$ cat config.mk
export PLATFORM = sky130hd
export DESIGN_NAME = dirty_rect_coalescer
export DESIGN_NICKNAME = d
export VERILOG_FILES = /design/src/sv/drc_pkg.sv /design/src/sv/dirty_rect_coalescer.sv /design/src/sv/drc_ctrl.sv /design/src/sv/drc_datapath.sv
export SDC_FILE = /design/constraint.sdc
export NUM_CORES = 2
export LEC_CHECK = 0
export BUFFER_PORTS_ARGS = -buffer_cell sky130_fd_sc_hd__clkbuf_2
export CAP_MARGIN = 25
export CORE_MARGIN = 5
export CORE_UTILIZATION = 40
export DETAILED_ROUTE_END_ITERATION = 6
export MAX_ROUTING_LAYER = met4
export PLACE_DENSITY = 0.68
export SLEW_MARGIN = 15
export SYNTH_ARGS = -nofsm -noshare
export SYNTH_HDL_FRONTEND = slang
export SYNTH_SLANG_ARGS = --single-unit
$ cat constraint.sdc
create_clock -name clk -period 8 [get_ports clk]
set_clock_uncertainty 0.1 [all_clocks]
set_input_delay 1.6 -clock clk [delete_from_list [all_inputs] [get_ports clk]]
set_output_delay 1.6 -clock clk [all_outputs]
set_load 0.05 [all_outputs]
$ cat src/sv/drc_pkg.sv
// Shared types and constants for the dirty rectangle coalescer.
// Used by drc_ctrl, drc_datapath and dirty_rect_coalescer; depends on nothing.
`timescale 1ns / 1ps

package drc_pkg;

    // default sizes handed to the top level parameters
    localparam int MAX_RECTS_DEF = 16;
    localparam int SCREEN_W_DEF  = 256;
    localparam int SCREEN_H_DEF  = 256;

    // fixed field widths
    localparam int AREA_W  = 21;
    localparam int SLACK_W = 16;
    localparam int COORD_W = 13;
    localparam int INDEX_W = 4;
    localparam int EDGE_W  = 9;
    localparam int COUNT_W = 5;

    localparam logic [SLACK_W-1:0] SLACK_RESET = 16'd380;

    // request opcodes
    localparam logic [1:0] OP_ADD   = 2'd0;
    localparam logic [1:0] OP_CLEAR = 2'd1;
    localparam logic [1:0] OP_MARK  = 2'd2;
    localparam logic [1:0] OP_READ  = 2'd3;

    // result outcome codes
    localparam logic [1:0] RES_IGNORED  = 2'd0;
    localparam logic [1:0] RES_MERGED   = 2'd1;
    localparam logic [1:0] RES_APPENDED = 2'd2;
    localparam logic [1:0] RES_OTHER    = 2'd3;

    // controller to datapath
    typedef struct packed {
        logic capture;   // latch the accepted request
        logic clip;      // register the clipped rectangle
        logic scan;      // issue list reads for the join cost scan
        logic commit;    // apply the operation to the list
        logic out_load;  // move the result into the output register
    } drc_cmd_t;

    // datapath to controller
    typedef struct packed {
        logic [1:0] op;
        logic       ignore;     // add is dropped (empty, off screen, whole screen)
        logic       scan_done;  // all entries issued and the cost pipe drained
        logic       out_free;   // output register can take a result
    } drc_status_t;

endpackage

$ cat src/sv/dirty_rect_coalescer.sv
// Top level of the dirty rectangle coalescer: stream ports, payload packing,
// controller and datapath. Depends on drc_pkg, drc_ctrl and drc_datapath.
//
//  channel  | direction | handshake                      | payload
//  ---------+-----------+--------------------------------+-------------------------
//  s_axis   | in        | s_axis_tvalid / s_axis_tready  | tuser opcode, tdata rect
//  m_axis   | out       | m_axis_tvalid / m_axis_tready  | tuser outcome, tdata state
//  cfg      | in        | cfg_wr_en                      | cfg_wr_data join slack
//
// An add steps through capture, clip, a scan that reads the list one entry a cycle
// into a two stage join cost pipeline, drain check, commit and result. An empty
// list makes no reads; a dropped add goes from clip to result. Clear, mark and read
// step through capture, commit and result. One request is worked at a time; the next is
// taken while a result still waits in the output register. A stalled output holds
// the block in its last step. Reset is asynchronous, active low, with no clearing pass.
`timescale 1ns / 1ps

module dirty_rect_coalescer
#(
    parameter int MAX_RECTS = drc_pkg::MAX_RECTS_DEF,
    parameter int SCREEN_W  = drc_pkg::SCREEN_W_DEF,
    parameter int SCREEN_H  = drc_pkg::SCREEN_H_DEF
)
(
    input  logic        clk,
    input  logic        rst_n,
    // request stream
    input  logic        s_axis_tvalid,
    output logic        s_axis_tready,
    input  logic [55:0] s_axis_tdata,   // rect_x, rect_y, rect_w, rect_h, entry_index
    input  logic [1:0]  s_axis_tuser,   // opcode
    // result stream
    output logic        m_axis_tvalid,
    input  logic        m_axis_tready,
    output logic [63:0] m_axis_tdata,   // entry_x0, entry_y0, entry_x1, entry_y1,
                                        // entry_count, whole_screen, total_area, zero pad
    output logic [1:0]  m_axis_tuser,   // outcome
    // join slack register
    input  logic        cfg_wr_en,
    input  logic [15:0] cfg_wr_data
);

    drc_pkg::drc_cmd_t    cmd;
    drc_pkg::drc_status_t status;

    logic [drc_pkg::EDGE_W-1:0]  out_x0, out_y0, out_x1, out_y1;
    logic [drc_pkg::COUNT_W-1:0] out_count;
    logic                        out_whole;
    logic [drc_pkg::AREA_W-1:0]  out_area;

    // sequencer
    drc_ctrl u_ctrl
    (
        .clk      (clk),
        .rst_n    (rst_n),
        .in_valid (s_axis_tvalid),
        .in_op    (s_axis_tuser),
        .in_ready (s_axis_tready),
        .status   (status),
        .cmd      (cmd)
    );

    // datapath
    drc_datapath
    #(
        .MAX_RECTS (MAX_RECTS),
        .SCREEN_W  (SCREEN_W),
        .SCREEN_H  (SCREEN_H)
    )
    u_datapath
    (
        .clk         (clk),
        .rst_n       (rst_n),
        .in_op       (s_axis_tuser),
        .in_x        (s_axis_tdata[12:0]),
        .in_y        (s_axis_tdata[25:13]),
        .in_w        (s_axis_tdata[38:26]),
        .in_h        (s_axis_tdata[51:39]),
        .in_index    (s_axis_tdata[55:52]),
        .cfg_wr_en   (cfg_wr_en),
        .cfg_wr_data (cfg_wr_data),
        .cmd         (cmd),
        .status      (status),
        .out_valid   (m_axis_tvalid),
        .out_ready   (m_axis_tready),
        .out_outcome (m_axis_tuser),
        .out_x0      (out_x0),
        .out_y0      (out_y0),
        .out_x1      (out_x1),
        .out_y1      (out_y1),
        .out_count   (out_count),
        .out_whole   (out_whole),
        .out_area    (out_area)
    );

    // result packing, lowest field first
    assign m_axis_tdata = {1'b0, out_area, out_whole, out_count,
                           out_y1, out_x1, out_y0, out_x0};

endmodule

$ cat src/sv/drc_ctrl.sv
// Request sequencer for the dirty rectangle coalescer.
// Depends on drc_pkg (command and status structs, opcodes).
`timescale 1ns / 1ps

module drc_ctrl
(
    input  logic                 clk,
    input  logic                 rst_n,
    input  logic                 in_valid,
    input  logic [1:0]           in_op,
    output logic                 in_ready,
    input  drc_pkg::drc_status_t status,
    output drc_pkg::drc_cmd_t    cmd
);

    typedef enum logic [2:0] {
        ST_IDLE,
        ST_CLIP,
        ST_SCAN,
        ST_COMMIT,
        ST_DONE
    } state_t;

    state_t state_reg;
    state_t state_next;

    // next state
    always_comb
    begin
        state_next = state_reg;
        case (state_reg)
            ST_IDLE:
            begin
                if (in_valid)
                begin
                    state_next = (in_op == drc_pkg::OP_ADD) ? ST_CLIP : ST_COMMIT;
                end
            end
            ST_CLIP:
            begin
                state_next = status.ignore ? ST_DONE : ST_SCAN;
            end
            ST_SCAN:
            begin
                if (status.scan_done)
                begin
                    state_next = ST_COMMIT;
                end
            end
            ST_COMMIT:
            begin
                state_next = ST_DONE;
            end
            ST_DONE:
            begin
                if (status.out_free)
                begin
                    state_next = ST_IDLE;
                end
            end
            default:
            begin
                state_next = ST_IDLE;
            end
        endcase
    end

    // command decode
    always_comb
    begin
        in_ready       = (state_reg == ST_IDLE);
        cmd.capture    = (state_reg == ST_IDLE) && in_valid;
        cmd.clip       = (state_reg == ST_CLIP);
        cmd.scan       = (state_reg == ST_SCAN);
        cmd.commit     = (state_reg == ST_COMMIT);
        cmd.out_load   = (state_reg == ST_DONE) && status.out_free;
    end

    // state register
    always_ff @(posedge clk or negedge rst_n)
    begin
        if (!rst_n)
        begin
            state_reg <= ST_IDLE;
        end
        else
        begin
            state_reg <= state_next;
        end
    end

endmodule

$ cat src/sv/drc_datapath.sv
// Datapath of the dirty rectangle coalescer: request registers, clipper,
// rectangle list memory, join cost pipeline, list state and output register.
// Depends on drc_pkg (command and status structs, codes, widths).
`timescale 1ns / 1ps

module drc_datapath
#(
    parameter int MAX_RECTS = drc_pkg::MAX_RECTS_DEF,
    parameter int SCREEN_W  = drc_pkg::SCREEN_W_DEF,
    parameter int SCREEN_H  = drc_pkg::SCREEN_H_DEF
)
(
    input  logic                                clk,
    input  logic                                rst_n,
    // request payload
    input  logic [1:0]                          in_op,
    input  logic signed [drc_pkg::COORD_W-1:0]  in_x,
    input  logic signed [drc_pkg::COORD_W-1:0]  in_y,
    input  logic signed [drc_pkg::COORD_W-1:0]  in_w,
    input  logic signed [drc_pkg::COORD_W-1:0]  in_h,
    input  logic [drc_pkg::INDEX_W-1:0]         in_index,
    // configuration
    input  logic                                cfg_wr_en,
    input  logic [drc_pkg::SLACK_W-1:0]         cfg_wr_data,
    // controller
    input  drc_pkg::drc_cmd_t                   cmd,
    output drc_pkg::drc_status_t                status,
    // result
    output logic                                out_valid,
    input  logic                                out_ready,
    output logic [1:0]                          out_outcome,
    output logic [drc_pkg::EDGE_W-1:0]          out_x0,
    output logic [drc_pkg::EDGE_W-1:0]          out_y0,
    output logic [drc_pkg::EDGE_W-1:0]          out_x1,
    output logic [drc_pkg::EDGE_W-1:0]          out_y1,
    output logic [drc_pkg::COUNT_W-1:0]         out_count,
    output logic                                out_whole,
    output logic [drc_pkg::AREA_W-1:0]          out_area
);

    localparam int IW     = (MAX_RECTS > 1) ? $clog2(MAX_RECTS) : 1;
    localparam int RCW    = $clog2(MAX_RECTS + 1);
    localparam int CW     = $clog2(SCREEN_W + 1);
    localparam int CHW    = $clog2(SCREEN_H + 1);
    localparam int EW     = 2 * CW + 2 * CHW;
    localparam int PW     = CW + CHW;
    localparam int CST_W  = (PW + 2 > drc_pkg::SLACK_W + 2) ? PW + 2 : drc_pkg::SLACK_W + 2;
    localparam int AREA_W = drc_pkg::AREA_W;
    localparam int CMPW   = RCW + drc_pkg::INDEX_W;
    localparam int EDGE_W = drc_pkg::EDGE_W;
    localparam int CLW    = drc_pkg::COORD_W + 1;

    localparam logic [AREA_W-1:0]    SCREEN_AREA = AREA_W'(SCREEN_W * SCREEN_H);
    localparam logic signed [CLW-1:0] SW_S       = CLW'(SCREEN_W);
    localparam logic signed [CLW-1:0] SH_S       = CLW'(SCREEN_H);
    localparam logic [RCW-1:0]       MAX_CNT     = RCW'(MAX_RECTS);

    // request registers
    logic [1:0]                         op_reg;
    logic signed [drc_pkg::COORD_W-1:0] x_reg, y_reg, w_reg, h_reg;
    logic [drc_pkg::INDEX_W-1:0]        idx_reg;

    // configuration and list state
    logic [drc_pkg::SLACK_W-1:0] slack_reg;
    logic [RCW-1:0]              count_reg;
    logic                        all_reg;
    logic [AREA_W-1:0]           area_reg;

    // clipped rectangle
    logic [CW-1:0]  nx0_reg, nx1_reg;
    logic [CHW-1:0] ny0_reg, ny1_reg;
    logic [PW-1:0]  na_reg;

    // scan pipeline
    logic [RCW-1:0]  scan_idx_reg;
    logic [EW-1:0]   rd_data_reg;
    logic            v1_reg, v2_reg;
    logic [IW-1:0]   idx1_reg, idx2_reg;
    logic [PW-1:0]   a_bb_reg, a_ea_reg;
    logic [EW-1:0]   a_box_reg;

    // best candidate
    logic                    found_reg;
    logic signed [CST_W-1:0] min_cost_reg;
    logic [IW-1:0]           best_idx_reg;
    logic [PW-1:0]           best_bb_reg, best_ea_reg;
    logic [EW-1:0]           best_box_reg;

    logic [1:0] outcome_reg;
    logic       rd_ok_reg;

    // output register
    logic                        out_valid_reg;
    logic [1:0]                  out_outcome_reg;
    logic [EDGE_W-1:0]           out_x0_reg, out_y0_reg, out_x1_reg, out_y1_reg;
    logic [drc_pkg::COUNT_W-1:0] out_count_reg;
    logic                        out_whole_reg;
    logic [AREA_W-1:0]           out_area_reg;

    // list memory, entry packed as {y1, x1, y0, x0}
    logic [EW-1:0] mem [MAX_RECTS];

    // ---------------------------------------------------------------
    // request capture and configuration
    always_ff @(posedge clk)
    begin
        if (cmd.capture)
        begin
            op_reg  <= in_op;
            x_reg   <= in_x;
            y_reg   <= in_y;
            w_reg   <= in_w;
            h_reg   <= in_h;
            idx_reg <= in_index;
        end
    end

    always_ff @(posedge clk or negedge rst_n)
    begin
        if (!rst_n)
        begin
            slack_reg <= drc_pkg::SLACK_RESET;
        end
        else if (cfg_wr_en)
        begin
            slack_reg <= cfg_wr_data;
        end
    end

    // ---------------------------------------------------------------
    // clip to the screen
    logic signed [CLW-1:0] xs, ys, xe, ye, x0c, y0c, x1c, y1c;
    logic                  clip_ign;

    always_comb
    begin
        xs  = {x_reg[drc_pkg::COORD_W-1], x_reg};
        ys  = {y_reg[drc_pkg::COORD_W-1], y_reg};
        xe  = xs + {w_reg[drc_pkg::COORD_W-1], w_reg};
        ye  = ys + {h_reg[drc_pkg::COORD_W-1], h_reg};
        x0c = (xs < 0) ? '0 : xs;
        y0c = (ys < 0) ? '0 : ys;
        x1c = (xe > SW_S) ? SW_S : xe;
        y1c = (ye > SH_S) ? SH_S : ye;
        clip_ign = all_reg || (w_reg <= 0) || (h_reg <= 0) || (x1c <= x0c) || (y1c <= y0c);
    end

    always_ff @(posedge clk)
    begin
        if (cmd.clip)
        begin
            nx0_reg <= x0c[CW-1:0];
            nx1_reg <= x1c[CW-1:0];
            ny0_reg <= y0c[CHW-1:0];
            ny1_reg <= y1c[CHW-1:0];
        end
        // area of the new rectangle, registered from the clipped edges in the cycle after the clip
        na_reg <= (nx1_reg - nx0_reg) * (ny1_reg - ny0_reg);
    end

    // ---------------------------------------------------------------
    // memory port: scan reads, entry read, merge or append write
    logic          issue, scan_more, rd_en;
    logic [IW-1:0] rd_addr;
    logic          full;
    logic          merge_ok;
    logic          mem_we;
    logic [IW-1:0] mem_wa;
    logic [EW-1:0] mem_wd;

    assign scan_more = (scan_idx_reg < count_reg);
    assign issue     = cmd.scan && scan_more;
    assign rd_en     = issue || (cmd.commit && (op_reg == drc_pkg::OP_READ));
    assign rd_addr   = issue ? scan_idx_reg[IW-1:0] : IW'(idx_reg);
    assign full      = (count_reg >= MAX_CNT);
    assign merge_ok  = found_reg
                       && ((min_cost_reg <= $signed(CST_W'(slack_reg))) || full);

    always_comb
    begin
        mem_we = cmd.commit && (op_reg == drc_pkg::OP_ADD) && (merge_ok || !full);
        mem_wa = merge_ok ? best_idx_reg : count_reg[IW-1:0];
        mem_wd = merge_ok ? best_box_reg : {ny1_reg, nx1_reg, ny0_reg, nx0_reg};
    end

    always_ff @(posedge clk)
    begin
        if (mem_we)
        begin
            mem[mem_wa] <= mem_wd;
        end
        if (rd_en)
        begin
            rd_data_reg <= mem[rd_addr];
        end
    end

    // ---------------------------------------------------------------
    // cost stage A: bounding box and both areas
    logic [CW-1:0]  e_x0, e_x1, bx0, bx1;
    logic [CHW-1:0] e_y0, e_y1, by0, by1;
    logic [PW-1:0]  bb_area, e_area;

    always_comb
    begin
        e_x0 = rd_data_reg[CW-1:0];
        e_y0 = rd_data_reg[CW+CHW-1:CW];
        e_x1 = rd_data_reg[2*CW+CHW-1:CW+CHW];
        e_y1 = rd_data_reg[EW-1:2*CW+CHW];
        bx0  = (e_x0 < nx0_reg) ? e_x0 : nx0_reg;
        by0  = (e_y0 < ny0_reg) ? e_y0 : ny0_reg;
        bx1  = (e_x1 > nx1_reg) ? e_x1 : nx1_reg;
        by1  = (e_y1 > ny1_reg) ? e_y1 : ny1_reg;
        bb_area = (bx1 - bx0) * (by1 - by0);
        e_area  = (e_x1 - e_x0) * (e_y1 - e_y0);
    end

    always_ff @(posedge clk)
    begin
        if (issue)
        begin
            idx1_reg <= scan_idx_reg[IW-1:0];
        end
        if (v1_reg)
        begin
            a_bb_reg  <= bb_area;
            a_ea_reg  <= e_area;
            a_box_reg <= {by1, bx1, by0, bx0};
            idx2_reg  <= idx1_reg;
        end
    end

    // cost stage B: extra area, keep the cheapest (first on ties)
    logic signed [CST_W-1:0] cost;
    logic                    take;

    assign cost = $signed(CST_W'(a_bb_reg) - CST_W'(a_ea_reg) - CST_W'(na_reg));
    assign take = v2_reg && (!found_reg || (cost < min_cost_reg));

    always_ff @(posedge clk)
    begin
        if (take)
        begin
            min_cost_reg  <= cost;
            best_idx_reg  <= idx2_reg;
            best_bb_reg   <= a_bb_reg;
            best_ea_reg   <= a_ea_reg;
            best_box_reg  <= a_box_reg;
        end
    end

    // scan control state
    always_ff @(posedge clk or negedge rst_n)
    begin
        if (!rst_n)
        begin
            scan_idx_reg <= '0;
            v1_reg       <= 1'b0;
            v2_reg       <= 1'b0;
            found_reg    <= 1'b0;
        end
        else
        begin
            v1_reg <= issue;
            v2_reg <= v1_reg;
            if (cmd.capture)
            begin
                scan_idx_reg <= '0;
                found_reg    <= 1'b0;
            end
            else
            begin
                if (issue)
                begin
                    scan_idx_reg <= scan_idx_reg + 1'b1;
                end
                if (take)
                begin
                    found_reg <= 1'b1;
                end
            end
        end
    end

    // ---------------------------------------------------------------
    // list state update
    always_ff @(posedge clk or negedge rst_n)
    begin
        if (!rst_n)
        begin
            count_reg <= '0;
            all_reg   <= 1'b0;
            area_reg  <= '0;
        end
        else if (cmd.commit)
        begin
            case (op_reg)
                drc_pkg::OP_ADD:
                begin
                    if (merge_ok)
                    begin
                        area_reg <= area_reg + AREA_W'(best_bb_reg) - AREA_W'(best_ea_reg);
                    end
                    else if (!full)
                    begin
                        count_reg <= count_reg + 1'b1;
                        area_reg  <= area_reg + AREA_W'(na_reg);
                    end
                end
                drc_pkg::OP_CLEAR:
                begin
                    count_reg <= '0;
                    all_reg   <= 1'b0;
                    area_reg  <= '0;
                end
                drc_pkg::OP_MARK:
                begin
                    count_reg <= '0;
                    all_reg   <= 1'b1;
                    area_reg  <= SCREEN_AREA;
                end
                default:
                begin
                    count_reg <= count_reg;
                end
            endcase
        end
    end

    // outcome and read check
    always_ff @(posedge clk)
    begin
        if (cmd.clip)
        begin
            outcome_reg <= drc_pkg::RES_IGNORED;
        end
        else if (cmd.commit)
        begin
            if (op_reg == drc_pkg::OP_ADD)
            begin
                if (merge_ok)
                begin
                    outcome_reg <= drc_pkg::RES_MERGED;
                end
                else if (!full)
                begin
                    outcome_reg <= drc_pkg::RES_APPENDED;
                end
                else
                begin
                    outcome_reg <= drc_pkg::RES_IGNORED;
                end
            end
            else
            begin
                outcome_reg <= drc_pkg::RES_OTHER;
            end
            rd_ok_reg <= (CMPW'(idx_reg) < CMPW'(count_reg));
        end
    end

    // ---------------------------------------------------------------
    // output register
    logic show_entry;
    assign show_entry = (op_reg == drc_pkg::OP_READ) && rd_ok_reg;

    always_ff @(posedge clk or negedge rst_n)
    begin
        if (!rst_n)
        begin
            out_valid_reg <= 1'b0;
        end
        else if (cmd.out_load)
        begin
            out_valid_reg <= 1'b1;
        end
        else if (out_ready)
        begin
            out_valid_reg <= 1'b0;
        end
    end

    always_ff @(posedge clk)
    begin
        if (cmd.out_load)
        begin
            out_outcome_reg <= outcome_reg;
            out_x0_reg      <= show_entry ? EDGE_W'(e_x0) : '0;
            out_y0_reg      <= show_entry ? EDGE_W'(e_y0) : '0;
            out_x1_reg      <= show_entry ? EDGE_W'(e_x1) : '0;
            out_y1_reg      <= show_entry ? EDGE_W'(e_y1) : '0;
            out_count_reg   <= drc_pkg::COUNT_W'(count_reg);
            out_whole_reg   <= all_reg;
            out_area_reg    <= area_reg;
        end
    end

    // status to the controller
    always_comb
    begin
        status.op        = op_reg;
        status.ignore    = clip_ign;
        status.scan_done = !scan_more && !v1_reg && !v2_reg;
        status.out_free  = !out_valid_reg || out_ready;
    end

    assign out_valid   = out_valid_reg;
    assign out_outcome = out_outcome_reg;
    assign out_x0      = out_x0_reg;
    assign out_y0      = out_y0_reg;
    assign out_x1      = out_x1_reg;
    assign out_y1      = out_y1_reg;
    assign out_count   = out_count_reg;
    assign out_whole   = out_whole_reg;
    assign out_area    = out_area_reg;

endmodule
Yosys cells after proc, flatten, opt, wreduce, memory -nomap -nowiden
Memory sizes are Yosys's and may differ from the RTL's. A register that Yosys moved wholly into a read port is not among the register bits.
Index checks and enable logic that the tools add are counted.
Widths: inputs -> output; s select.
{"block": "classes", "addsub": 15, "n_mul": 3, "n_lt_le_gt_ge": 17, "n_eq_ne": 13, "muxes": 35, "bitwise": 1, "n_reduce_logical": 41}
{"op": "$pmux 21 s3", "n": 1}
{"op": "$sub 9x9->10", "n": 6}
{"op": "$mux 14", "n": 4}
{"op": "$mul 18x18->18", "n": 3}
{"op": "$add 21x18->21", "n": 2}
{"op": "$mux 21", "n": 2}
{"op": "$mux 36", "n": 1}
{"op": "$mux 9", "n": 4}
{"op": "$add 13x13->14", "n": 2}
{"op": "$gt 14x10->1 const B", "n": 2}
{"op": "$le 14x14->1", "n": 2}
{"op": "$le 13x1->1 const B", "n": 2}
{"op": "$lt 13x1->1 const B", "n": 2}
{"op": "$sub 21x18->21", "n": 1}
{"op": "$le 20x17->1", "n": 1}
{"op": "$lt 20x20->1", "n": 1}
{"op": "$mux 5", "n": 4}
{"op": "$sub 20x18->20", "n": 1}
{"op": "$sub 18x18->19", "n": 1}
{"op": "$gt 9x9->1", "n": 2}
{"op": "$lt 9x9->1", "n": 2}
{"op": "$pmux 3 s5", "n": 1}
{"op": "$mux 3", "n": 4}
{"op": "$logic_and 1x1->1", "n": 11}
{"op": "other kinds (28)", "n": 63}
{"block": "word_totals", "reg_bits": 411, "ram_bits": 576, "inputBits": 79, "memories": 1}
{"memory": "u_datapath.mem", "depth": 16, "word_bits": 36, "read_ports": 1, "rd_clocked_by_memory_dff": 1, "wr": 1, "line_no": "drc_datapath.sv:101", "text": "logic [EW-1:0] mem [MAX_RECTS];"}

Depth between registers and ports, before layout
{"block": "logic_depth", "depth_word": 8, "ltp_mapped": 39, "mapped_depth_nobuf": 39}

Cells and area by module
From an unflattened synthesis, not the netlist that was laid out.
{"block": "hier_totals", "cells_unflattened": 4392, "area_unflattened_um2": 57490.1}
{"mod": "drc_datapath", "n_inst": 1, "cells_per_inst": 4366, "area_each_um2": 57279.9, "seq_area_each_um2": 30176.4}
{"mod": "drc_ctrl", "n_inst": 1, "cells_per_inst": 23, "area_each_um2": 191.4, "seq_area_each_um2": 75.1}
{"mod": "dirty_rect_coalescer", "n_inst": 1, "cells_per_inst": 3, "area_each_um2": 18.8, "seq_area_each_um2": 0.0}

Worst setup path before layout
No wires, ideal clock.
{"block": "synth_timing", "path_type": "reg2reg", "from": "reg u_datapath.nx0_reg[1]", "to": "reg u_datapath.a_bb_reg[17], data pin", "arrival_time_ps": 8415, "slack_ps": -775, "stages_incl_launch_ff": 34, "path_buffers": 2, "period_less_slack_ps": 8775, "cell_sequence": "edfxtp_1 inv_1 ha_1 a21o_1 a21o_1 a21o_1 a21oi_1 nor2b_1 o21ai_0 a211o_1 clkbuf_1 buf_2 mux2i_1 ha_1 o21ai_0 a21oi_1 o41ai_1 o21ai_1 or2_2 inv_1 fa_1 inv_1 fa_1 fa_1 fa_1 fa_1 fa_1 inv_1 ha_1 or2_2 a21oi_1 a21oi_1 xor2_1 xnor2_1"}
{"block": "synth_between", "elab_chain_len": 4}
{"element": "from (decl)", "line_no": "drc_datapath.sv:70", "text": "logic [CW-1:0] nx0_reg, nx1_reg;"}
{"element": "from (signal assigned)", "line_no": "drc_datapath.sv:152", "text": "nx0_reg <= x0c[CW-1:0];"}
{"element": "$lt 9x9->1", "line_no": "drc_datapath.sv:210", "text": "bx0 = (e_x0 < nx0_reg) ? e_x0 : nx0_reg;"}
{"element": "$mux 9 (*)", "line_no": "drc_datapath.sv:210"}
{"element": "$sub 9x9->10 (*)", "line_no": "drc_datapath.sv:214", "text": "bb_area = (bx1 - bx0) * (by1 - by0);"}
{"element": "$mul 18x18->18 (*)", "line_no": "drc_datapath.sv:214"}
{"element": "net u_datapath.bb_area[17]", "line_no": "drc_datapath.sv:202", "text": "logic [PW-1:0] bb_area, e_area;"}
{"element": "to (signal assigned)", "line_no": "drc_datapath.sv:226", "text": "a_bb_reg <= bb_area;"}
{"element": "to (decl)", "line_no": "drc_datapath.sv:79", "text": "logic [PW-1:0] a_bb_reg, a_ea_reg;"}
The timed path passes the listed nets; every way through them passes the cells marked *.
A chain may end at the register's enable or synchronous reset.

Final worst setup path
{"block": "layout_timing", "from": "reg u_datapath.ny1_reg[1]", "to": "reg u_datapath.a_bb_reg[17], data pin"}
{"block": "layout_between", "elab_chain_len": 4}
{"element": "from (decl)", "line_no": "drc_datapath.sv:71", "text": "logic [CHW-1:0] ny0_reg, ny1_reg;"}
{"element": "from (signal assigned)", "line_no": "drc_datapath.sv:155", "text": "ny1_reg <= y1c[CHW-1:0];"}
{"element": "$gt 9x9->1", "line_no": "drc_datapath.sv:213", "text": "by1 = (e_y1 > ny1_reg) ? e_y1 : ny1_reg;"}
{"element": "$mux 9 (*)", "line_no": "drc_datapath.sv:213"}
{"element": "net u_datapath.by1[1]", "line_no": "drc_datapath.sv:201", "text": "logic [CHW-1:0] e_y0, e_y1, by0, by1;"}
{"element": "$sub 9x9->10 (*)", "line_no": "drc_datapath.sv:214"}
{"element": "$mul 18x18->18 (*)", "line_no": "drc_datapath.sv:214"}
{"element": "net u_datapath.bb_area[17]", "line_no": "drc_datapath.sv:202"}
Marked as above.

==> key figures <==
Floorplanning
  • Die Height: 401 µm
  • Full die area: about 0.16 mm²
  • Placement row count: approximately 140
  • Number of ports placed on the die boundary: around 150
  • Horizontal extent of the die: between 400 and 500 µm
  • Core area: roughly 0.15 mm²
  • Initial Util: 0.402

Critical path
  • Slowest stage delay, CP: 0.59 ns
  • CP Max Fanout: 6
  • CP most frequent cell: sky130_fd_sc_hd__fa_1
  • Crit. End Element: flip-flop
  • Data arrival time of the worst path: just under 9 ns
  • Path type of the worst setup path: flip-flop to flip-flop
  • Required @ worst endpoint: around 8.4 ns
  • Crit path launch type: flip-flop
  • Slowest stage cell on the critical path: sky130_fd_sc_hd__fa_1

Clock tree
  • Maximum buffer depth of the clock tree: 3
  • TritonCTS buffer count: about 110
  • Clock root buffer: sky130_fd_sc_hd__clkbuf_16
  • Htree depth: 3
  • Number of sinks handled by clock tree synthesis: about 1.0k
  • Clk pin slew, worst setup/hold paths: 0.06 ns
  • Clock latency at the later pin of the worst-skew pair: between 0.7 and 0.8 ns
  • CTS tree: built

Synthesis
  • Post-Synthesis Cell Area: between 0.06 and 0.07 mm²
  • Async set-reset flop share out of synthesis: 0.0538
  • Main flop type after synthesis: sky130_fd_sc_hd__edfxtp_1
  • Post-synthesis area per instance: roughly 12 µm²
  • Net count of the mapped netlist: 5953
  • Cell count after synthesis: 5135
  • Synth cell types: between 80 and 90
  • Sequential-to-total area share from yosys stat: 0.496
  • Flip-flop and latch count after synthesis: 1023
  • Number of synthesized flops with an enable pin: about 950
  • Count of yosys warnings during synthesis: 0

Finish
  • Net count reported at finish: 6364
  • Core occupancy in the finished layout: 0.465
  • Final Instance Area: just over 0.07 mm²
  • Layout fillers: around 14k
  • Biggest register: u_datapath.mem
  • Most frequent standard cell in the layout excluding fill and tap cells: sky130_fd_sc_hd__edfxtp_1
  • Fraction of layout instances using a drive strength above 1: 0.156
  • Area added between synthesis and finish: 15.8%
  • Max reg flops: between 500 and 600
  • Leading cell types in the layout, fill and taps excluded: sky130_fd_sc_hd__edfxtp_1 (948), sky130_fd_sc_hd__inv_1 (661), sky130_fd_sc_hd__nand2_1 (471)

GRT
  • Total grt overflow: 0
  • Global-route usage over all layers: 0.205
  • Number of global-route vias before repair: approximately 40k
  • Initial antenna violation count: 12
  • Wire length of the first global-routing pass: around 250 mm
  • Pin count of the biggest net entering global routing: 151

Timing
  • Unrepaired setup endpoints after global routing: yes
  • Hold slack: around 0.32 ns
  • Worst Setup Slack, final: -0.485 ns
  • Worst Max-Slew Pin Slew: about 1.1 ns
  • Remaining max-slew budget at the tightest pin: 0.286
  • Maximum clock rate: around 120 MHz
  • Setup total negative slack: -1.72 ns
  • Number of setup violations in the final report: 6
  • Tmin final: 8.48 ns
  • Final Hold Violating Endpoints: 0
  • Final slew viol count: 0
  • Final period utilization: 1.06

Placed design
  • Final weighted congestion in routability-driven placement: roughly 0.95
  • Port Buffer Count: about 150
  • Detailed placer's ending HPWL: 116 mm
  • Post-detailed-placement cell area: between 0.06 and 0.07 mm²

Routing
  • Total vias in the final route: 40.8k
  • Number of DRC violations after detailed routing: 0
  • Routed wire per std cell: 21.2 µm
  • Total routed wirelength: between 150 and 200 mm
  • Antenna violation net count after detailed routing: 0
  • Number of detailed-route iterations in the first pass: 6
  • DRT iter0 DRCs: 3775
  • Via-to-Cell Ratio: approximately 5.3

Outcome
  • Failing checks: negative setup slack
  • Status: finished, violations left

Flow run
  • Number of max-cap violations: 0

Worst hold path
  • Hold/Removal Path Class: flip-flop to flip-flop
## critical path: cells and delay by family (launching register included)
kind	cells	cell delay (ns)
mux	1	0.35
compound gates	10	1.91
simple gates	5	0.69
flops	1	0.41
buf+inv	5	0.46
fa+ha+maj	9	3.71
xor+xnor	3	0.55
## through the flow
| stage | setup slack, ns | instances |
|---|---|---|
| floorplan | -0.151 | 5135 |
| global placement | -0.417 | 7429 |
| detailed placement | -0.498 | 7430 |
| CTS | -0.325 | 7640 |
| global route | -0.760 | 7669 |
| finish | -0.485 | 7672 |
## routing by layer
layer	vias up	GRT usage	routed length, µm
met5	-	-	0
met4	0	0.0480	3760
met3	219	0.0273	11100
met2	1428	0.315	74000
li1	18800	-	-
met1	20300	0.291	73900
## cells in the mapped netlist, types with 10 or more instances
cell,instances,area [µm²]
sky130_fd_sc_hd__edfxtp_1,948,28500
sky130_fd_sc_hd__inv_1,672,2520
sky130_fd_sc_hd__nand2_1,474,1780
sky130_fd_sc_hd__ha_1,416,5200
sky130_fd_sc_hd__fa_1,323,6470
sky130_fd_sc_hd__nor2_1,301,1130
sky130_fd_sc_hd__mux2i_1,159,1590
sky130_fd_sc_hd__a21oi_1,153,766
sky130_fd_sc_hd__xnor2_1,152,1330
sky130_fd_sc_hd__o21ai_0,121,606
sky130_fd_sc_hd__clkbuf_1,103,387
sky130_fd_sc_hd__a211oi_1,91,683
sky130_fd_sc_hd__a31oi_1,89,557
sky130_fd_sc_hd__nand2b_1,80,500
sky130_fd_sc_hd__xor2_1,69,604
sky130_fd_sc_hd__a21o_1,65,488
sky130_fd_sc_hd__nand3_1,64,320
sky130_fd_sc_hd__nor2b_1,64,400
sky130_fd_sc_hd__mux2_2,58,653
sky130_fd_sc_hd__and2_1,54,338
sky130_fd_sc_hd__nor3_1,50,250
sky130_fd_sc_hd__dfrtp_1,49,1230
sky130_fd_sc_hd__and3_1,48,300
sky130_fd_sc_hd__and2_0,46,288
sky130_fd_sc_hd__nand3b_1,45,338
sky130_fd_sc_hd__o21a_1,42,315
sky130_fd_sc_hd__or2_2,40,250
sky130_fd_sc_hd__a221o_1,38,380
sky130_fd_sc_hd__a32o_1,36,360
sky130_fd_sc_hd__buf_2,33,165
sky130_fd_sc_hd__nand4_1,25,156
sky130_fd_sc_hd__dfxtp_1,20,400
sky130_fd_sc_hd__o21bai_1,18,135
sky130_fd_sc_hd__nor4_1,13,81.3
sky130_fd_sc_hd__or3_1,13,81.3
sky130_fd_sc_hd__o31ai_1,10,75.1
## area by class of cell
class	count	area, µm²	area share
clock buffer	138	2830	0.0401
sequential	1023	30300	0.428
antenna	6	15.0	0.000212
clock inverter	60	689	0.00975
timing repair buffer	457	3180	0.0450
multi-input combinational	3284	28600	0.405
inverter	674	2530	0.0358
tap	2030	2540	0.0359
## final timing paths
kind	cells past startpoint	slack, ns	endpoint	from
max	33	-0.48	u_datapath.a_bb_reg[17]	u_datapath.ny1_reg[1]
min	0	0.32	u_datapath.best_box_reg[24]	u_datapath.a_box_reg[24]
max reg2reg	33	-0.48	u_datapath.a_bb_reg[17]	u_datapath.ny1_reg[1]
min reg2reg	0	0.32	u_datapath.best_box_reg[24]	u_datapath.a_box_reg[24]
max in group asynchronous	2	6.26	u_datapath.v1_reg	rst_n
min in group asynchronous	2	0.93	u_datapath.slack_reg[12]	rst_n
## kinds of logic (layout without fill, tap and decap cells)
group           count (synthesis)  in the layout  synth area share
mux                           218            218            0.0370
buf+inv                       828           1329            0.0527
other cells                     1              7         0.0000614
simple gates                 1336           1336             0.105
xor+xnor                      223            223            0.0323
flops                        1023           1023             0.496
compound gates                767            767            0.0867
fa+ha+maj                     739            739             0.191
## what timing repair did
action                                  4_1_cts  5_1_grt
buffers inserted                             12       23
endpoints found under the setup margin        6       11
pin swaps                                    34       72
resized for setup                            47       95
hold buffers                                  0        0
Power is not shown: default switching activity piles up to over one toggle a cycle in this logic, so the estimate is an artifact.
